## config.mk

```make
export PLATFORM = sky130hd
export DESIGN_NAME = cube_face_coordinate_resolve_top
export DESIGN_NICKNAME = d
export VERILOG_FILES = /design/src/rtl/cfcr_pkg.sv /design/src/rtl/cfcr_resolve.sv /design/src/rtl/cube_face_coordinate_resolve_top.sv
export SDC_FILE = /design/constraint.sdc
export NUM_CORES = 1
export LEC_CHECK = 0
export ABC_AREA = 1
export BUFFER_PORTS_ARGS = -buffer_cell sky130_fd_sc_hd__clkbuf_2
export CELL_PAD_IN_SITES_DETAIL_PLACEMENT = 1
export CELL_PAD_IN_SITES_GLOBAL_PLACEMENT = 1
export CORE_MARGIN = 2
export CORE_UTILIZATION = 35
export CTS_BUF_LIST = sky130_fd_sc_hd__clkbuf_4
export DETAILED_ROUTE_END_ITERATION = 6
export GPL_TIMING_DRIVEN = 0
export MAX_ROUTING_LAYER = met4
export PLACE_DENSITY_LB_ADDON = 0.1
export RECOVER_POWER = 100
export SYNTH_ARGS = -nofsm -noshare
export SYNTH_HDL_FRONTEND = slang
export SYNTH_SLANG_ARGS = --single-unit
```

## constraint.sdc

```tcl
create_clock -name clk -period 2.3 [get_ports clk]
set_input_delay 0.115 -clock clk [delete_from_list [all_inputs] [get_ports clk]]
set_output_delay 0.115 -clock clk [all_outputs]
set_load 0.005 [all_outputs]
```

## src/rtl/cfcr_pkg.sv

```systemverilog
// ----------------------------------------------------------------------------
// cfcr_pkg
// Shared types and constants for the cube face coordinate resolver.
// ----------------------------------------------------------------------------
package cfcr_pkg;

	// face geometry
	localparam int SIDE   = 512;
	localparam int SIDE_W = $clog2(SIDE);
	localparam int POS_W  = 11;
	localparam int FACE_W = 3;
	localparam int HEAD_W = 8;

	localparam logic signed [POS_W-1:0] SIDE_POS  = POS_W'(SIDE);
	localparam logic [SIDE_W-1:0]       SIDE_LAST = SIDE_W'(SIDE - 1);

	// face numbers
	localparam logic [FACE_W-1:0] FACE_TOP    = 3'd0;
	localparam logic [FACE_W-1:0] FACE_RING1  = 3'd1;
	localparam logic [FACE_W-1:0] FACE_RING2  = 3'd2;
	localparam logic [FACE_W-1:0] FACE_RING3  = 3'd3;
	localparam logic [FACE_W-1:0] FACE_RING4  = 3'd4;
	localparam logic [FACE_W-1:0] FACE_BOTTOM = 3'd5;

	// quarter-turn codes
	typedef enum logic [1:0] {
		TURN_NONE = 2'd0,
		TURN_90   = 2'd1,
		TURN_180  = 2'd2,
		TURN_270  = 2'd3
	} turn_t;

	// one input word
	typedef struct packed {
		logic [FACE_W-1:0]        face;
		logic signed [POS_W-1:0]  x_pos;
		logic signed [POS_W-1:0]  y_pos;
		logic [HEAD_W-1:0]        heading;
	} coord_in_t;

	// one result word
	typedef struct packed {
		logic [FACE_W-1:0] face;
		logic [SIDE_W-1:0] x;
		logic [SIDE_W-1:0] y;
		logic [HEAD_W-1:0] heading;
	} coord_out_t;

endpackage

```

## src/rtl/cfcr_resolve.sv

```systemverilog
// ----------------------------------------------------------------------------
// cfcr_resolve
// Combinational edge resolution: wrap, neighbor move with rotation, or clamp.
// ----------------------------------------------------------------------------
module cfcr_resolve
	import cfcr_pkg::*;
(
	input  coord_in_t  in_word,
	output coord_out_t out_word
);

	logic              neg_x, pos_x, neg_y, pos_y, off_x, off_y;
	logic [SIDE_W-1:0] wx, wy, cx, cy;
	logic [FACE_W-1:0] nf;
	logic [SIDE_W-1:0] rx, ry;
	turn_t             turn;

	// edge detection and wrapped / clamped coordinates
	always_comb begin
		neg_x = in_word.x_pos < 0;
		pos_x = in_word.x_pos >= SIDE_POS;
		neg_y = in_word.y_pos < 0;
		pos_y = in_word.y_pos >= SIDE_POS;
		off_x = neg_x | pos_x;
		off_y = neg_y | pos_y;
		wx    = in_word.x_pos[SIDE_W-1:0];
		wy    = in_word.y_pos[SIDE_W-1:0];
		cx    = neg_x ? '0 : (pos_x ? SIDE_LAST : wx);
		cy    = neg_y ? '0 : (pos_y ? SIDE_LAST : wy);
	end

	// face move and turn selection
	always_comb begin
		nf   = in_word.face;
		turn = TURN_NONE;
		rx   = cx;
		ry   = cy;
		if (!off_x && !off_y) begin
			rx = wx;
			ry = wy;
		end else if ((off_x && off_y) || in_word.face > FACE_BOTTOM) begin
			rx = cx;
			ry = cy;
		end else if (!off_y) begin
			rx = wx;
			ry = wy;
			if (in_word.face >= FACE_RING1 && in_word.face <= FACE_RING4) begin
				if (neg_x)
					nf = (in_word.face == FACE_RING1) ? FACE_RING4 : in_word.face - 3'd1;
				else
					nf = (in_word.face == FACE_RING4) ? FACE_RING1 : in_word.face + 3'd1;
			end else if (neg_x) begin
				nf   = FACE_RING1;
				turn = TURN_270;
			end else begin
				nf   = FACE_RING3;
				turn = TURN_90;
			end
		end else begin
			rx = wx;
			ry = wy;
			case (in_word.face)
				FACE_TOP: begin
					if (neg_y) begin
						nf   = FACE_RING4;
						turn = TURN_180;
					end else begin
						nf = FACE_RING2;
					end
				end
				FACE_RING2: begin
					nf = neg_y ? FACE_TOP : FACE_BOTTOM;
				end
				FACE_BOTTOM: begin
					if (neg_y) begin
						nf = FACE_RING2;
					end else begin
						nf   = FACE_RING4;
						turn = TURN_180;
					end
				end
				FACE_RING1: begin
					nf   = neg_y ? FACE_TOP : FACE_BOTTOM;
					turn = neg_y ? TURN_90 : TURN_270;
				end
				FACE_RING3: begin
					nf   = neg_y ? FACE_TOP : FACE_BOTTOM;
					turn = neg_y ? TURN_270 : TURN_90;
				end
				default: begin
					nf   = neg_y ? FACE_TOP : FACE_BOTTOM;
					turn = TURN_180;
				end
			endcase
		end
	end

	// rotation of the wrapped position and heading
	always_comb begin
		out_word.face    = nf;
		out_word.x       = rx;
		out_word.y       = ry;
		out_word.heading = in_word.heading + {turn, 6'd0};
		case (turn)
			TURN_90: begin
				out_word.x = wy;
				out_word.y = SIDE_LAST - wx;
			end
			TURN_180: begin
				out_word.x = SIDE_LAST - wx;
				out_word.y = SIDE_LAST - wy;
			end
			TURN_270: begin
				out_word.x = SIDE_LAST - wy;
				out_word.y = wx;
			end
			default: begin
				out_word.x = rx;
				out_word.y = ry;
			end
		endcase
	end

endmodule

```

## src/rtl/cube_face_coordinate_resolve_top.sv

```systemverilog
// ----------------------------------------------------------------------------
// cube_face_coordinate_resolve_top
// Resolves a face position that may lie past one face edge on a six-face cube.
// ----------------------------------------------------------------------------
// One word in, one word out. Each word passes an input register and a result
// register with the edge resolution logic between them, so a result is
// presented on the output once the result register has loaded it. One word is
// taken every cycle as long as the output side does not stall. A stall on the
// output holds the result register; the input register still takes one more
// word before the input side is stalled.
module cube_face_coordinate_resolve_top
	import cfcr_pkg::*;
(
	input  logic                    clk,
	input  logic                    arst_n,
	input  logic                    in_valid,
	output logic                    in_stall,
	input  logic [FACE_W-1:0]       face,
	input  logic signed [POS_W-1:0] x_pos,
	input  logic signed [POS_W-1:0] y_pos,
	input  logic [HEAD_W-1:0]       heading,
	output logic                    out_valid,
	input  logic                    out_stall,
	output logic [FACE_W-1:0]       out_face,
	output logic [SIDE_W-1:0]       out_x,
	output logic [SIDE_W-1:0]       out_y,
	output logic [HEAD_W-1:0]       out_heading
);

	logic       valid_s1, valid_s2;
	coord_in_t  word_s1;
	coord_out_t word_s2;
	coord_out_t res_word;
	logic       adv_s2, adv_s1;

	// pipeline advance
	assign adv_s2   = !(valid_s2 && out_stall);
	assign adv_s1   = adv_s2 || !valid_s1;
	assign in_stall = !adv_s1;

	// input register
	always_ff @(posedge clk or negedge arst_n) begin
		if (!arst_n)
			valid_s1 <= 1'b0;
		else if (adv_s1)
			valid_s1 <= in_valid;
	end

	always_ff @(posedge clk) begin
		if (adv_s1 && in_valid) begin
			word_s1.face    <= face;
			word_s1.x_pos   <= x_pos;
			word_s1.y_pos   <= y_pos;
			word_s1.heading <= heading;
		end
	end

	// edge resolution
	cfcr_resolve u_resolve (
		.in_word  (word_s1),
		.out_word (res_word)
	);

	// result register
	always_ff @(posedge clk or negedge arst_n) begin
		if (!arst_n)
			valid_s2 <= 1'b0;
		else if (adv_s2)
			valid_s2 <= valid_s1;
	end

	always_ff @(posedge clk) begin
		if (adv_s2 && valid_s1)
			word_s2 <= res_word;
	end

	assign out_valid   = valid_s2;
	assign out_face    = word_s2.face;
	assign out_x       = word_s2.x;
	assign out_y       = word_s2.y;
	assign out_heading = word_s2.heading;

`ifndef ASSERT_OFF
	// a word in the input register always reaches the result register
	a_s1_to_s2: assert property (@(posedge clk) disable iff (!arst_n)
		valid_s1 |=> valid_s2)
		else $error("input register word not carried to result register");

	// input side only stalls when both stages are full and the output is held
	a_stall_cause: assert property (@(posedge clk) disable iff (!arst_n)
		in_stall |-> (valid_s1 && valid_s2 && out_stall))
		else $error("input stalled without a held result");

	// an accepted word lands in the input register
	a_accept_load: assert property (@(posedge clk) disable iff (!arst_n)
		(in_valid && !in_stall) |=> valid_s1)
		else $error("accepted word lost");
`endif

endmodule
```

### Word-level counts from Yosys, hierarchy flattened

Cells that the tools add are included.

* flip-flop bits (word level): 64
* input port bits: 37
* output and inout bits: 31
* logic and storage cells: 77

* add/sub/neg operators: 5
* magnitude comparators: 7
* equal/unequal tests: 8
* multiplexer cells: 31
* bitwise gates (word level): 2
* reduce and logical (&&, ||, !) cells: 14

Operators by type and width (count)
* $mux W9: 8
* $pmux W18 S3: 1
* $mux W3: 10
* $ge A11 B11 Y1 const B: 2
* $lt A11 B1 Y1 const B: 2
* $mux W2: 10
* $sub A9 B9 Y9 const A: 2
* $pmux W2 S5: 1
* $add A8 B8 Y8: 1
* $eq A3 B2 Y1 const B: 2
* $eq A3 B3 Y1 const B: 2
* $logic_and A1 B1 Y1: 6
* $pmux W3 S2: 1
* $logic_not A1 Y1: 5
* $eq A2 B2 Y1 const B: 2
* $add A3 B1 Y3 const B: 1
* $eq A3 B1 Y1 const B: 1
* $ge A3 B1 Y1 const B: 1
* $gt A3 B3 Y1 const B: 1
* $le A3 B3 Y1 const B: 1
* $logic_not A3 Y1: 1
* $sub A3 B1 Y3 const B: 1
* $eq A2 B1 Y1 const B: 1
* $logic_or A1 B1 Y1: 2
* $or A1 B1 Y1: 2

### Longest topological paths before layout

Gate-level depths: netlist (run 1).

* depth after elaboration: 8
* gate-level depth with buffers: 14
* depth with buffers taken out: 11

### By module

Synthesis (run 1) repeated with hierarchy kept, for this count alone.

* cells, all modules: 361
* area total of the unflattened synthesis: 3365.7 µm²

By module, submodules not included
* cube_face_coordinate_resolve_top: times used 1, cells each 74, area each 1956.9 µm², sequential area each 1911.8 µm²
* cfcr_resolve: times used 1, cells each 287, area each 1408.9 µm², sequential area each 0.0 µm²

### Worst setup path before layout (run 1)

No wires, ideal clock.

* path kind: reg2reg
* from: register valid_s2 (netlist: out_valid)
* to: register word_s2, in the netlist out_face[0], enable pin
* setup time: 425 ps
* arrival time: 1867 ps
* data required time: 1875 ps
* setup slack: 8 ps
* cell stages (with the launch flop): 2
* path buffers: 0
* clock period less this slack: 2292 ps
* path through: dfrtp_1 -> a21oi_1

* word-level cells in the longest chain between the ends: 3

RTL lines
* start: declaration: RTL line cube_face_coordinate_resolve_top.sv:30 `logic valid_s1, valid_s2;`
* start signal: assignment: RTL line cube_face_coordinate_resolve_top.sv:69 `valid_s2 <= valid_s1;`
* $logic_and A1 B1 Y1: RTL line cube_face_coordinate_resolve_top.sv:37 `assign adv_s2 = !(valid_s2 && out_stall);`
* $logic_not A1 Y1: RTL line cube_face_coordinate_resolve_top.sv:37
* $logic_and A1 B1 Y1: RTL line cube_face_coordinate_resolve_top.sv:73 `if (adv_s2 && valid_s1)`
* end signal: assignment: RTL line cube_face_coordinate_resolve_top.sv:74 `word_s2 <= res_word;`
* end: declaration: RTL line cube_face_coordinate_resolve_top.sv:32 `coord_out_t word_s2;`

No other way between the ends.
A chain may end at the register's enable or synchronous reset.

==> report_table.html, run 1 <==
<table>
<tr><th>Metric</th><th>Value</th></tr>
<tr><th colspan="2">Run status</th></tr>
<tr><td>Run status</td><td>complete, no violations</td></tr>
<tr><th colspan="2">STA</th></tr>
<tr><td>Post-layout min period</td><td>roughly 2.2 ns</td></tr>
<tr><td>Highest attainable clock frequency</td><td>approximately 460 MHz</td></tr>
<tr><td>Max-Slew Margin vs Limit</td><td>around 17%</td></tr>
<tr><td>Final hold violation count</td><td>0</td></tr>
<tr><td>Final count of pins violating max slew</td><td>0</td></tr>
<tr><td>Max Clock Skew</td><td>0.01846 ns</td></tr>
<tr><td>WHS</td><td>0.4049 ns</td></tr>
<tr><td>Share of the cycle needed by the critical path after routing</td><td>94.56%</td></tr>
<tr><td>Worst-margin pin slew</td><td>between 1 and 1.5 ns</td></tr>
<tr><td>Post-route worst setup slack</td><td>between 0.1 and 0.15 ns</td></tr>
<tr><td>Final setup violating endpoints</td><td>0</td></tr>
<tr><th colspan="2">Synthesis</th></tr>
<tr><td>Number of flops mapped to enable cells by yosys</td><td>62</td></tr>
<tr><td>Number of flip-flops and latches in the synthesized netlist</td><td>64</td></tr>
<tr><td>Register area share after synthesis</td><td>a little under three fifths</td></tr>
<tr><td>Share of synthesized flip-flops with an asynchronous set or reset</td><td>3.125%</td></tr>
<tr><td>Net Count, Synth</td><td>a little under 400</td></tr>
<tr><td>Netlist area before placement</td><td>3402 µm²</td></tr>
<tr><td>Total number of yosys warnings</td><td>0</td></tr>
<tr><td>Post-synthesis average cell area</td><td>between 9 and 10 µm²</td></tr>
<tr><td>Most common flop cell mapped by yosys</td><td>sky130_fd_sc_hd__edfxtp_1</td></tr>
<tr><td>Cell count after synthesis</td><td>~360</td></tr>
<tr><td>Distinct cells, synth</td><td>30</td></tr>
<tr><th colspan="2">Floorplan</th></tr>
<tr><td>Core Rows</td><td>35</td></tr>
<tr><td>Initial cell density of the core</td><td>a little over a third</td></tr>
<tr><td>Vertical extent of the die</td><td>about 100 µm</td></tr>
<tr><td>Die outline width</td><td>102.6 µm</td></tr>
<tr><td>Floorplan Core Area</td><td>9328 µm²</td></tr>
<tr><td>Die area</td><td>around 11000 µm²</td></tr>
<tr><td>Count of pins on the block boundary</td><td>just under 70</td></tr>
<tr><th colspan="2">Route</th></tr>
<tr><td>Remaining DRCs</td><td>0</td></tr>
<tr><td>Total via count after detailed routing</td><td>approximately 2900</td></tr>
<tr><td>Pre-Repair DR Iteration Count</td><td>4</td></tr>
<tr><td>Routed Wire Length</td><td>approximately 9500 µm</td></tr>
<tr><td>WL/cell</td><td>15.48 µm</td></tr>
<tr><td>Iteration-0 DRC Markers</td><td>103</td></tr>
<tr><td>Vias per cell</td><td>approximately 4.8</td></tr>
<tr><td>Number of nets with antenna violations after detailed routing</td><td>0</td></tr>
<tr><th colspan="2">Cells and area</th></tr>
<tr><td>Commonest cells after routing, fill and taps aside</td><td>sky130_fd_sc_hd__nand2_1 (114), sky130_fd_sc_hd__edfxtp_1 (62), sky130_fd_sc_hd__clkbuf_2 (44), sky130_fd_sc_hd__dlygate4sd3_1 (37), sky130_fd_sc_hd__inv_1 (30)</td></tr>
<tr><td>Fin cells</td><td>just over 600</td></tr>
<tr><td>Area added between synthesis and finish</td><td>31.37%</td></tr>
<tr><td>Net count of the finished layout</td><td>~520</td></tr>
<tr><td>Commonest non-fill, non-tap cell in the layout</td><td>sky130_fd_sc_hd__nand2_1</td></tr>
<tr><td>Final-layout fill cell count</td><td>1091</td></tr>
<tr><td>Number of diodes</td><td>0</td></tr>
<tr><td>Layout cells sized above 1</td><td>between 20% and 30%</td></tr>
<tr><th colspan="2">Critical path</th></tr>
<tr><td>Worst Reg2Reg Path Length in Cells</td><td>12</td></tr>
<tr><td>FF-to-FF Start</td><td>word_s1[30]</td></tr>
<tr><td>Setup slack, reg-to-reg</td><td>about 0.13 ns</td></tr>
<tr><td>Endpoint class of the critical path</td><td>register</td></tr>
<tr><td>Crit path capture</td><td>out_y[5]</td></tr>
<tr><td>Largest fanout on the critical path</td><td>10</td></tr>
<tr><td>Arrival time worst endpoint</td><td>roughly 2.4 ns</td></tr>
<tr><td>Critical Path Source</td><td>word_s1[30]</td></tr>
<tr><td>Critical Path RT</td><td>~2.5 ns</td></tr>
<tr><td>Endpoint of the worst-slack reg-to-reg timing path</td><td>out_y[5]</td></tr>
<tr><td>Critical path startpoint category</td><td>register</td></tr>
<tr><td>Worst Setup Path Type</td><td>reg -&gt; reg</td></tr>
<tr><th colspan="2">Clock tree</th></tr>
<tr><td>CTS tree</td><td>done</td></tr>
<tr><td>CTS root buffer</td><td>sky130_fd_sc_hd__clkbuf_4</td></tr>
<tr><td>Clock latency on the worst-skew pair</td><td>slightly above 0.4 ns</td></tr>
<tr><td>CTS max path bufs</td><td>2</td></tr>
<tr><td>Worst-path clk slew</td><td>around 0.13 ns</td></tr>
<tr><td>TritonCTS Sinks</td><td>64</td></tr>
<tr><td>TritonCTS buffer count</td><td>9</td></tr>
<tr><td>CTS HTree Levels</td><td>3</td></tr>
<tr><th colspan="2">Placement</th></tr>
<tr><td># port buffers</td><td>67</td></tr>
<tr><td>Final HPWL from detailed placement</td><td>roughly 6300 µm</td></tr>
<tr><td>Worst slack, placed</td><td>-0.02834 ns</td></tr>
<tr><td>Placer's final routability congestion estimate</td><td>0.8589</td></tr>
<tr><td>Number of placed instances with taps included</td><td>between 500 and 600</td></tr>
<tr><th colspan="2">Run</th></tr>
<tr><td>Number of max-cap violations</td><td>0</td></tr>
<tr><th colspan="2">Power and ir drop</th></tr>
<tr><td>Worst VDD drop</td><td>0.3481 mV</td></tr>
<tr><td>Power per cell area</td><td>roughly 660 nW/µm²</td></tr>
<tr><td>Pwr Total</td><td>about 3 mW</td></tr>
<tr><td>Reported leakage power</td><td>between 2 and 2.5 nW</td></tr>
<tr><th colspan="2">Global route</th></tr>
<tr><td>Largest net degree at the start of global routing</td><td>34</td></tr>
<tr><td>Total global-route track usage</td><td>between 20% and 30%</td></tr>
<tr><td>First-pass GRT wire length</td><td>around 16000 µm</td></tr>
<tr><td>Initial antenna violation count</td><td>0</td></tr>
<tr><td>Global route overflow</td><td>0</td></tr>
<tr><td>Vias in the first global route</td><td>3152</td></tr>
<tr><th colspan="2">Min path</th></tr>
<tr><td>Hold Crit Class</td><td>in -&gt; reg</td></tr>
</table>
metrics by stage:
stage,setup TNS [ns],utilization (%),cell area [µm²]
5_1_grt,-0.002910,47.91,4469
4_1_cts,0,47.90,4468
6_report,0,47.91,4469
3_5_place_dp,-0.09158,42.21,3938
2_1_floorplan,0,-,3402
3_3_place_gp,-23.62,41.80,3899
power breakdown:
part | leakage (nW) | switching, mW | internal [mW]
logic | 1.33 | 0.417 | 0.273
clock network | 0.0683 | 0.444 | 0.330
registers | 0.619 | 0.0520 | 1.44
total | 2.02 | 0.913 | 2.04
routing by layer:
metal,GRT usage (%),up-vias,share of wire (%)
li1,-,1447,-
met1,25.22,1412,47
met2,34.64,64,50
met3,3.729,4,2.7
met4,4.308,0,0.51
met5,-,-,0
sequential cells by signal, summed over array words and instances, names as in the netlist:
signal       count
out_x            9
out_y            9
out_valid        1
out_face         3
out_heading      8
valid_s1         1
word_s1         33
kinds of logic (layout without fill, tap and decap cells):
group / after synthesis / count (layout) / share of synthesized area (%)
buffers and inverters: 55 / 183 / 8.054
AO/OA/AOI/OAI: 30 / 30 / 5.149
XOR/XNOR: 2 / 2 / 0.5150
AND/OR/NAND/NOR: 200 / 200 / 28.25
adder cells (fa/ha/maj): 5 / 5 / 1.839
flip-flops: 64 / 64 / 56.20
worst min path at each step:
stage                     startpoint          end  slack (ns)  depth (start not counted)
final                      x_pos[10]  word_s1[29]        0.40                          2
after global routing        y_pos[8]  word_s1[16]        0.39                          2
after CTS                  x_pos[10]  word_s1[29]        0.38                          2
after detailed placement      arst_n     valid_s1        -0.1                          1
after global placement        arst_n     valid_s1        -0.1                          1
after floorplan               arst_n    out_valid       -0.18                          0
critical path, cell delays in order (launching register included):
cell and delay [ns]:
sky130_fd_sc_hd__edfxtp_1 0.47, sky130_fd_sc_hd__buf_4 0.16, sky130_fd_sc_hd__ha_1 0.24, sky130_fd_sc_hd__nand2_4 0.12, sky130_fd_sc_hd__nand3_4 0.10, sky130_fd_sc_hd__nand2_1 0.13, sky130_fd_sc_hd__nand3_2 0.10, sky130_fd_sc_hd__buf_6 0.16
sky130_fd_sc_hd__buf_6 0.16, sky130_fd_sc_hd__nor2_2 0.09, sky130_fd_sc_hd__nand2_1 0.06, sky130_fd_sc_hd__nand3_1 0.07, sky130_fd_sc_hd__nand2_1 0.06
synth_stat cells, types with 2 or more instances:
cell type / n / area [µm²]
sky130_fd_sc_hd__buf_2: 5 / 25.02
sky130_fd_sc_hd__inv_1: 32 / 120.1
sky130_fd_sc_hd__nor2_1: 16 / 60.06
sky130_fd_sc_hd__nand2_2: 4 / 25.02
sky130_fd_sc_hd__nand2_4: 4 / 45.04
sky130_fd_sc_hd__inv_4: 2 / 12.51
sky130_fd_sc_hd__inv_2: 6 / 22.52
sky130_fd_sc_hd__nand3_1: 23 / 115.1
sky130_fd_sc_hd__a21oi_1: 5 / 25.02
sky130_fd_sc_hd__nand4_1: 20 / 125.1
sky130_fd_sc_hd__edfxtp_1: 62 / 1862
sky130_fd_sc_hd__dfrtp_1: 2 / 50.05
sky130_fd_sc_hd__nor2_2: 11 / 68.82
sky130_fd_sc_hd__ha_1: 5 / 62.56
sky130_fd_sc_hd__nand3_2: 4 / 40.04
sky130_fd_sc_hd__buf_4: 3 / 22.52
sky130_fd_sc_hd__buf_6: 6 / 67.56
sky130_fd_sc_hd__xnor2_1: 2 / 17.52
sky130_fd_sc_hd__o21ai_0: 19 / 95.09
sky130_fd_sc_hd__nand2_1: 114 / 427.9
sky130_fd_sc_hd__a2bb2oi_1: 2 / 17.52
final cells by class:
type	instances	area [µm²]	share of cell area [%]
Buffer	14	120.1	2.688
Sequential cell	64	1912	42.78
Multi-Input combinational cell	237	1219	27.27
Timing Repair Buffer	113	763.2	17.08
Tap cell	129	161.4	3.611
Clock inverter	7	71.32	1.596
Inverter	40	155.1	3.471
Clock buffer	9	67.56	1.512
repair_timing:
item,4_1_cts,5_1_grt
endpoints found under the setup margin,11,17
hold buffers,37,0
endpoints found under the hold margin,37,0
pin swaps,1,1
gates resized for setup,3,5
buffers inserted,2,6
No activity file was read; power rests on OpenSTA's default activity.
==> run 2, diff against run 1 <==
--- a/config.mk
+++ b/config.mk
@@ -6,15 +6,14 @@
 export NUM_CORES = 1
 export LEC_CHECK = 0
 export ABC_AREA = 1
-export BUFFER_PORTS_ARGS = -buffer_cell sky130_fd_sc_hd__clkbuf_2
 export CELL_PAD_IN_SITES_DETAIL_PLACEMENT = 1
 export CELL_PAD_IN_SITES_GLOBAL_PLACEMENT = 1
 export CORE_MARGIN = 2
 export CORE_UTILIZATION = 35
 export CTS_BUF_LIST = sky130_fd_sc_hd__clkbuf_4
 export DETAILED_ROUTE_END_ITERATION = 6
+export DONT_BUFFER_PORTS = 1
 export GPL_TIMING_DRIVEN = 0
-export MAX_ROUTING_LAYER = met4
 export PLACE_DENSITY_LB_ADDON = 0.1
 export RECOVER_POWER = 100
 export SYNTH_ARGS = -nofsm -noshare
==> run 2 against run 1 <==
Net effect:
- flip-flop and latch count unchanged
- critical path type unchanged
- maximum frequency is 0.40% higher
- sequential share of layout area rose by 2.5 points
- critical path depth stayed put
- largest cell class unchanged
- clock power grew 18%
- die area unchanged
- setup slack improved by 0.0086 ns
- via count fell by 11%
- largest power group unchanged
==> report_table.html, run 2 (synthesis results as in run 1) <==
<table>
<tr><th>Metric</th><th>Value</th></tr>
<tr><th colspan="2">Global route</th></tr>
<tr><td>Total global-route track usage</td><td>18.10% (-2.2 points)</td></tr>
<tr><td>First-pass GRT wire length</td><td>13940 µm (-11%)</td></tr>
<tr><td>Initial antenna violation count</td><td>0 (unchanged)</td></tr>
<tr><td>Global route overflow</td><td>0 (unchanged)</td></tr>
<tr><td>Vias in the first global route</td><td>2685 (-15%)</td></tr>
<tr><td>Largest net degree at the start of global routing</td><td>34 (unchanged)</td></tr>
<tr><th colspan="2">Critical path</th></tr>
<tr><td>Endpoint class of the critical path</td><td>register</td></tr>
<tr><td>Setup slack, reg-to-reg</td><td>0.13 ns (about the same)</td></tr>
<tr><td>Critical Path Max Stage Delay</td><td>0.47 ns (about the same)</td></tr>
<tr><td>FF-to-FF Start</td><td>word_s1[30]</td></tr>
<tr><td>Cell type of the slowest stage on the worst timing path</td><td>sky130_fd_sc_hd__edfxtp_1</td></tr>
<tr><td>Endpoint of the worst-slack reg-to-reg timing path</td><td>out_y[4]</td></tr>
<tr><td>Largest fanout on the critical path</td><td>19 (+9)</td></tr>
<tr><td>Crit path capture</td><td>out_y[4]</td></tr>
<tr><td>Most frequent cell on the critical path</td><td>sky130_fd_sc_hd__nand2_1</td></tr>
<tr><td>Critical path startpoint category</td><td>register</td></tr>
<tr><td>Worst Reg2Reg Path Length in Cells</td><td>12 (unchanged)</td></tr>
<tr><td>Critical Path Source</td><td>word_s1[30]</td></tr>
<tr><td>Arrival time worst endpoint</td><td>2.33 ns (-0.02 ns)</td></tr>
<tr><td>Crit-path cells</td><td>buf_4 -&gt; ha_2 -&gt; nand2_4 -&gt; nand3_4 -&gt; nand2_1 -&gt; nand3_2 -&gt; buf_8 -&gt; buf_6 -&gt; nor2_2 -&gt; nand2_1 -&gt; nand3_1 -&gt; nand2_1</td></tr>
<tr><td>Critical Path RT</td><td>2.47 ns (about the same)</td></tr>
<tr><td>Worst Setup Path Type</td><td>reg -&gt; reg</td></tr>
<tr><th colspan="2">Floorplan</th></tr>
<tr><td>Floorplan Core Area</td><td>9328 µm² (unchanged)</td></tr>
<tr><td>Vertical extent of the die</td><td>102.6 µm (unchanged)</td></tr>
<tr><td>Count of pins on the block boundary</td><td>68 (unchanged)</td></tr>
<tr><td>Initial cell density of the core</td><td>36.47% (unchanged)</td></tr>
<tr><td>Die outline width</td><td>102.6 µm (unchanged)</td></tr>
<tr><td>Core Rows</td><td>35 (unchanged)</td></tr>
<tr><td>Die area</td><td>10520 µm² (unchanged)</td></tr>
<tr><th colspan="2">Cells and area</th></tr>
<tr><td>Number of diodes</td><td>0 (unchanged)</td></tr>
<tr><td>Area occupied by multi-input gates</td><td>1221 µm² (+0.21%)</td></tr>
<tr><td>Net count of the finished layout</td><td>457 (-12%)</td></tr>
<tr><td>Commonest cells after routing, fill and taps aside</td><td>sky130_fd_sc_hd__nand2_1 (114), sky130_fd_sc_hd__edfxtp_1 (62), sky130_fd_sc_hd__dlygate4sd3_1 (37), sky130_fd_sc_hd__inv_1 (30), sky130_fd_sc_hd__nand3_1 (23)</td></tr>
<tr><td>Commonest non-fill, non-tap cell in the layout</td><td>sky130_fd_sc_hd__nand2_1</td></tr>
<tr><td>Area added between synthesis and finish</td><td>24.09%</td></tr>
<tr><td>Register area</td><td>1912 µm² (unchanged)</td></tr>
<tr><td>Largest reg by FF count</td><td>word_s1</td></tr>
<tr><td>Final-layout fill cell count</td><td>1054 (-3.4%)</td></tr>
<tr><td>Layout cells sized above 1</td><td>19.29% (-5.3 points)</td></tr>
<tr><td>Max FFs per register</td><td>33 (unchanged)</td></tr>
<tr><th colspan="2">Placement</th></tr>
<tr><td># port buffers</td><td>0 (-100%)</td></tr>
<tr><td>Placer's final routability congestion estimate</td><td>0.8189 (-4.7%)</td></tr>
<tr><td>Worst slack, placed</td><td>-0.01541 ns (+0.01293 ns)</td></tr>
<tr><td>Final HPWL from detailed placement</td><td>5854 µm (-6.7%)</td></tr>
<tr><th colspan="2">Power and ir drop</th></tr>
<tr><td>Reported leakage power</td><td>1.847 nW (-8.6%)</td></tr>
<tr><td>Power per cell area</td><td>714.3 nW/µm² (+8.0%)</td></tr>
<tr><td>Worst VDD drop</td><td>0.4446 mV (+28%)</td></tr>
<tr><td>Pwr Total</td><td>3.015 mW (+2.0%)</td></tr>
<tr><th colspan="2">STA</th></tr>
<tr><td>Post-layout min period</td><td>2.166 ns (-0.008593 ns)</td></tr>
<tr><td>Max Clock Skew</td><td>0.02222 ns (+0.003762 ns)</td></tr>
<tr><td>Max-Slew Margin vs Limit</td><td>26.61% (+9.9 points)</td></tr>
<tr><td>Highest attainable clock frequency</td><td>461.6 MHz (+0.40%)</td></tr>
<tr><td>Final hold violation count</td><td>0 (unchanged)</td></tr>
<tr><td>Final count of pins violating max slew</td><td>0 (unchanged)</td></tr>
<tr><td>Setup TNS after final layout</td><td>0 ns (unchanged)</td></tr>
<tr><td>Worst-margin pin slew</td><td>1.101 ns (-0.1488 ns)</td></tr>
<tr><td>Post-route worst setup slack</td><td>0.1337 ns (+0.008593 ns)</td></tr>
<tr><td>Share of the cycle needed by the critical path after routing</td><td>94.19% (-0.37 points)</td></tr>
<tr><td>Final setup violating endpoints</td><td>0 (unchanged)</td></tr>
<tr><th colspan="2">Route</th></tr>
<tr><td>Pre-Repair DR Iteration Count</td><td>4 (unchanged)</td></tr>
<tr><td>Remaining DRCs</td><td>0 (unchanged)</td></tr>
<tr><td>WL/cell</td><td>15.99 µm (+3.3%)</td></tr>
<tr><td>Routed Wire Length</td><td>8778 µm (-7.5%)</td></tr>
<tr><td>Iteration-0 DRC Markers</td><td>83 (-19%)</td></tr>
<tr><td>Number of nets with antenna violations after detailed routing</td><td>0 (unchanged)</td></tr>
<tr><td>Vias per cell</td><td>4.770 (about the same)</td></tr>
<tr><td>Total via count after detailed routing</td><td>2619 (-11%)</td></tr>
<tr><th colspan="2">Clock tree</th></tr>
<tr><td>Clock latency on the worst-skew pair</td><td>0.43 ns (+0.02 ns)</td></tr>
<tr><td>TritonCTS buffer count</td><td>9 (unchanged)</td></tr>
<tr><td>CTS max path bufs</td><td>2 (unchanged)</td></tr>
<tr><td>CTS root buffer</td><td>sky130_fd_sc_hd__clkbuf_4</td></tr>
<tr><td>CTS HTree Levels</td><td>3 (unchanged)</td></tr>
<tr><td>Worst-path clk slew</td><td>0.13 ns (about the same)</td></tr>
<tr><td>TritonCTS Sinks</td><td>64 (unchanged)</td></tr>
<tr><td>CTS tree</td><td>done</td></tr>
<tr><th colspan="2">Run status</th></tr>
<tr><td>Run status</td><td>complete, no violations</td></tr>
<tr><th colspan="2">Run</th></tr>
<tr><td>Number of max-cap violations</td><td>0 (unchanged)</td></tr>
<tr><th colspan="2">Min path</th></tr>
<tr><td>Hold Crit Class</td><td>in -&gt; reg</td></tr>
</table>
run 2: cell count changes in the layout (fill, tap and decap cells not counted), moves of 2 or more:
cell,change
sky130_fd_sc_hd__clkbuf_2,-43
sky130_fd_sc_hd__clkbuf_1,-24
sky130_fd_sc_hd__buf_4,+4
sky130_fd_sc_hd__buf_6,-2
sky130_fd_sc_hd__clkinv_2,-2
sky130_fd_sc_hd__clkinv_4,+2
sky130_fd_sc_hd__clkinvlp_4,-2
run 2: critical path: cells and delay by family, from the launching register on:
kind	cells	cell delay, ns
AND/OR/NAND/NOR	8	0.72
buffers and inverters	3	0.52
flip-flops	1	0.47
adder cells (fa/ha/maj)	1	0.20
run 2: timing repair:
item                                    in CTS  in global routing
hold buffers                                37                  0
endpoints found under the setup margin       4                 19
pin swaps                                    1                  1
hold endpoints to repair                    43                  0
gates resized for setup                      1                  6
setup buffers                                2                  9
run 2: layout make-up:
class	instances	area share, %
flip-flops and latches	64	45.29
multi-input cells	237	28.93
repair buffers	49	11.38
well taps	129	3.823
inverters	40	3.675
plain buffers	14	2.875
clock inverters	7	2.430
clock buffers	9	1.600
run 2: metal layers:
layer  track usage, %  part of all wire [%]  up-vias  wire length (µm)
met5                0                     0        -                 0
met4            5.846                  0.71        0                62
met3            5.695                   4.3        4               380
met2            29.06                    49       65              4287
met1            23.33                    46     1240              4047
li1                 -                     -     1310                 -
run 2: through the flow:
step | hold slack [ns] | util (%) | instance area [µm²] | cells
4_1_cts | 0.2489 | 44.53 | 4154 | 540
6_report | 0.3021 | 45.26 | 4222 | 549
3_5_place_dp | -0.1805 | 38.62 | 3602 | 486
3_3_place_gp | -0.1805 | 38.20 | 3563 | 485
2_1_floorplan | -0.1806 | - | 3402 | 356
5_1_grt | 0.2518 | 45.26 | 4222 | 549
run 2: power breakdown:
group	switching (mW)	internal [mW]
Combinational	0.368	0.226
Clock	0.459	0.451
Sequential	0.0684	1.44
Total	0.896	2.12
run 2: worst min path at each step:
stage	from	slack, ns	end	cells past startpoint
floorplan	arst_n	-0.18	out_valid	0
global placement	arst_n	-0.18	valid_s1	0
detailed placement	arst_n	-0.18	valid_s1	0
CTS	heading[3]	0.25	word_s1[3]	1
global route	heading[1]	0.25	word_s1[1]	1
finish	y_pos[0]	0.30	word_s1[8]	1
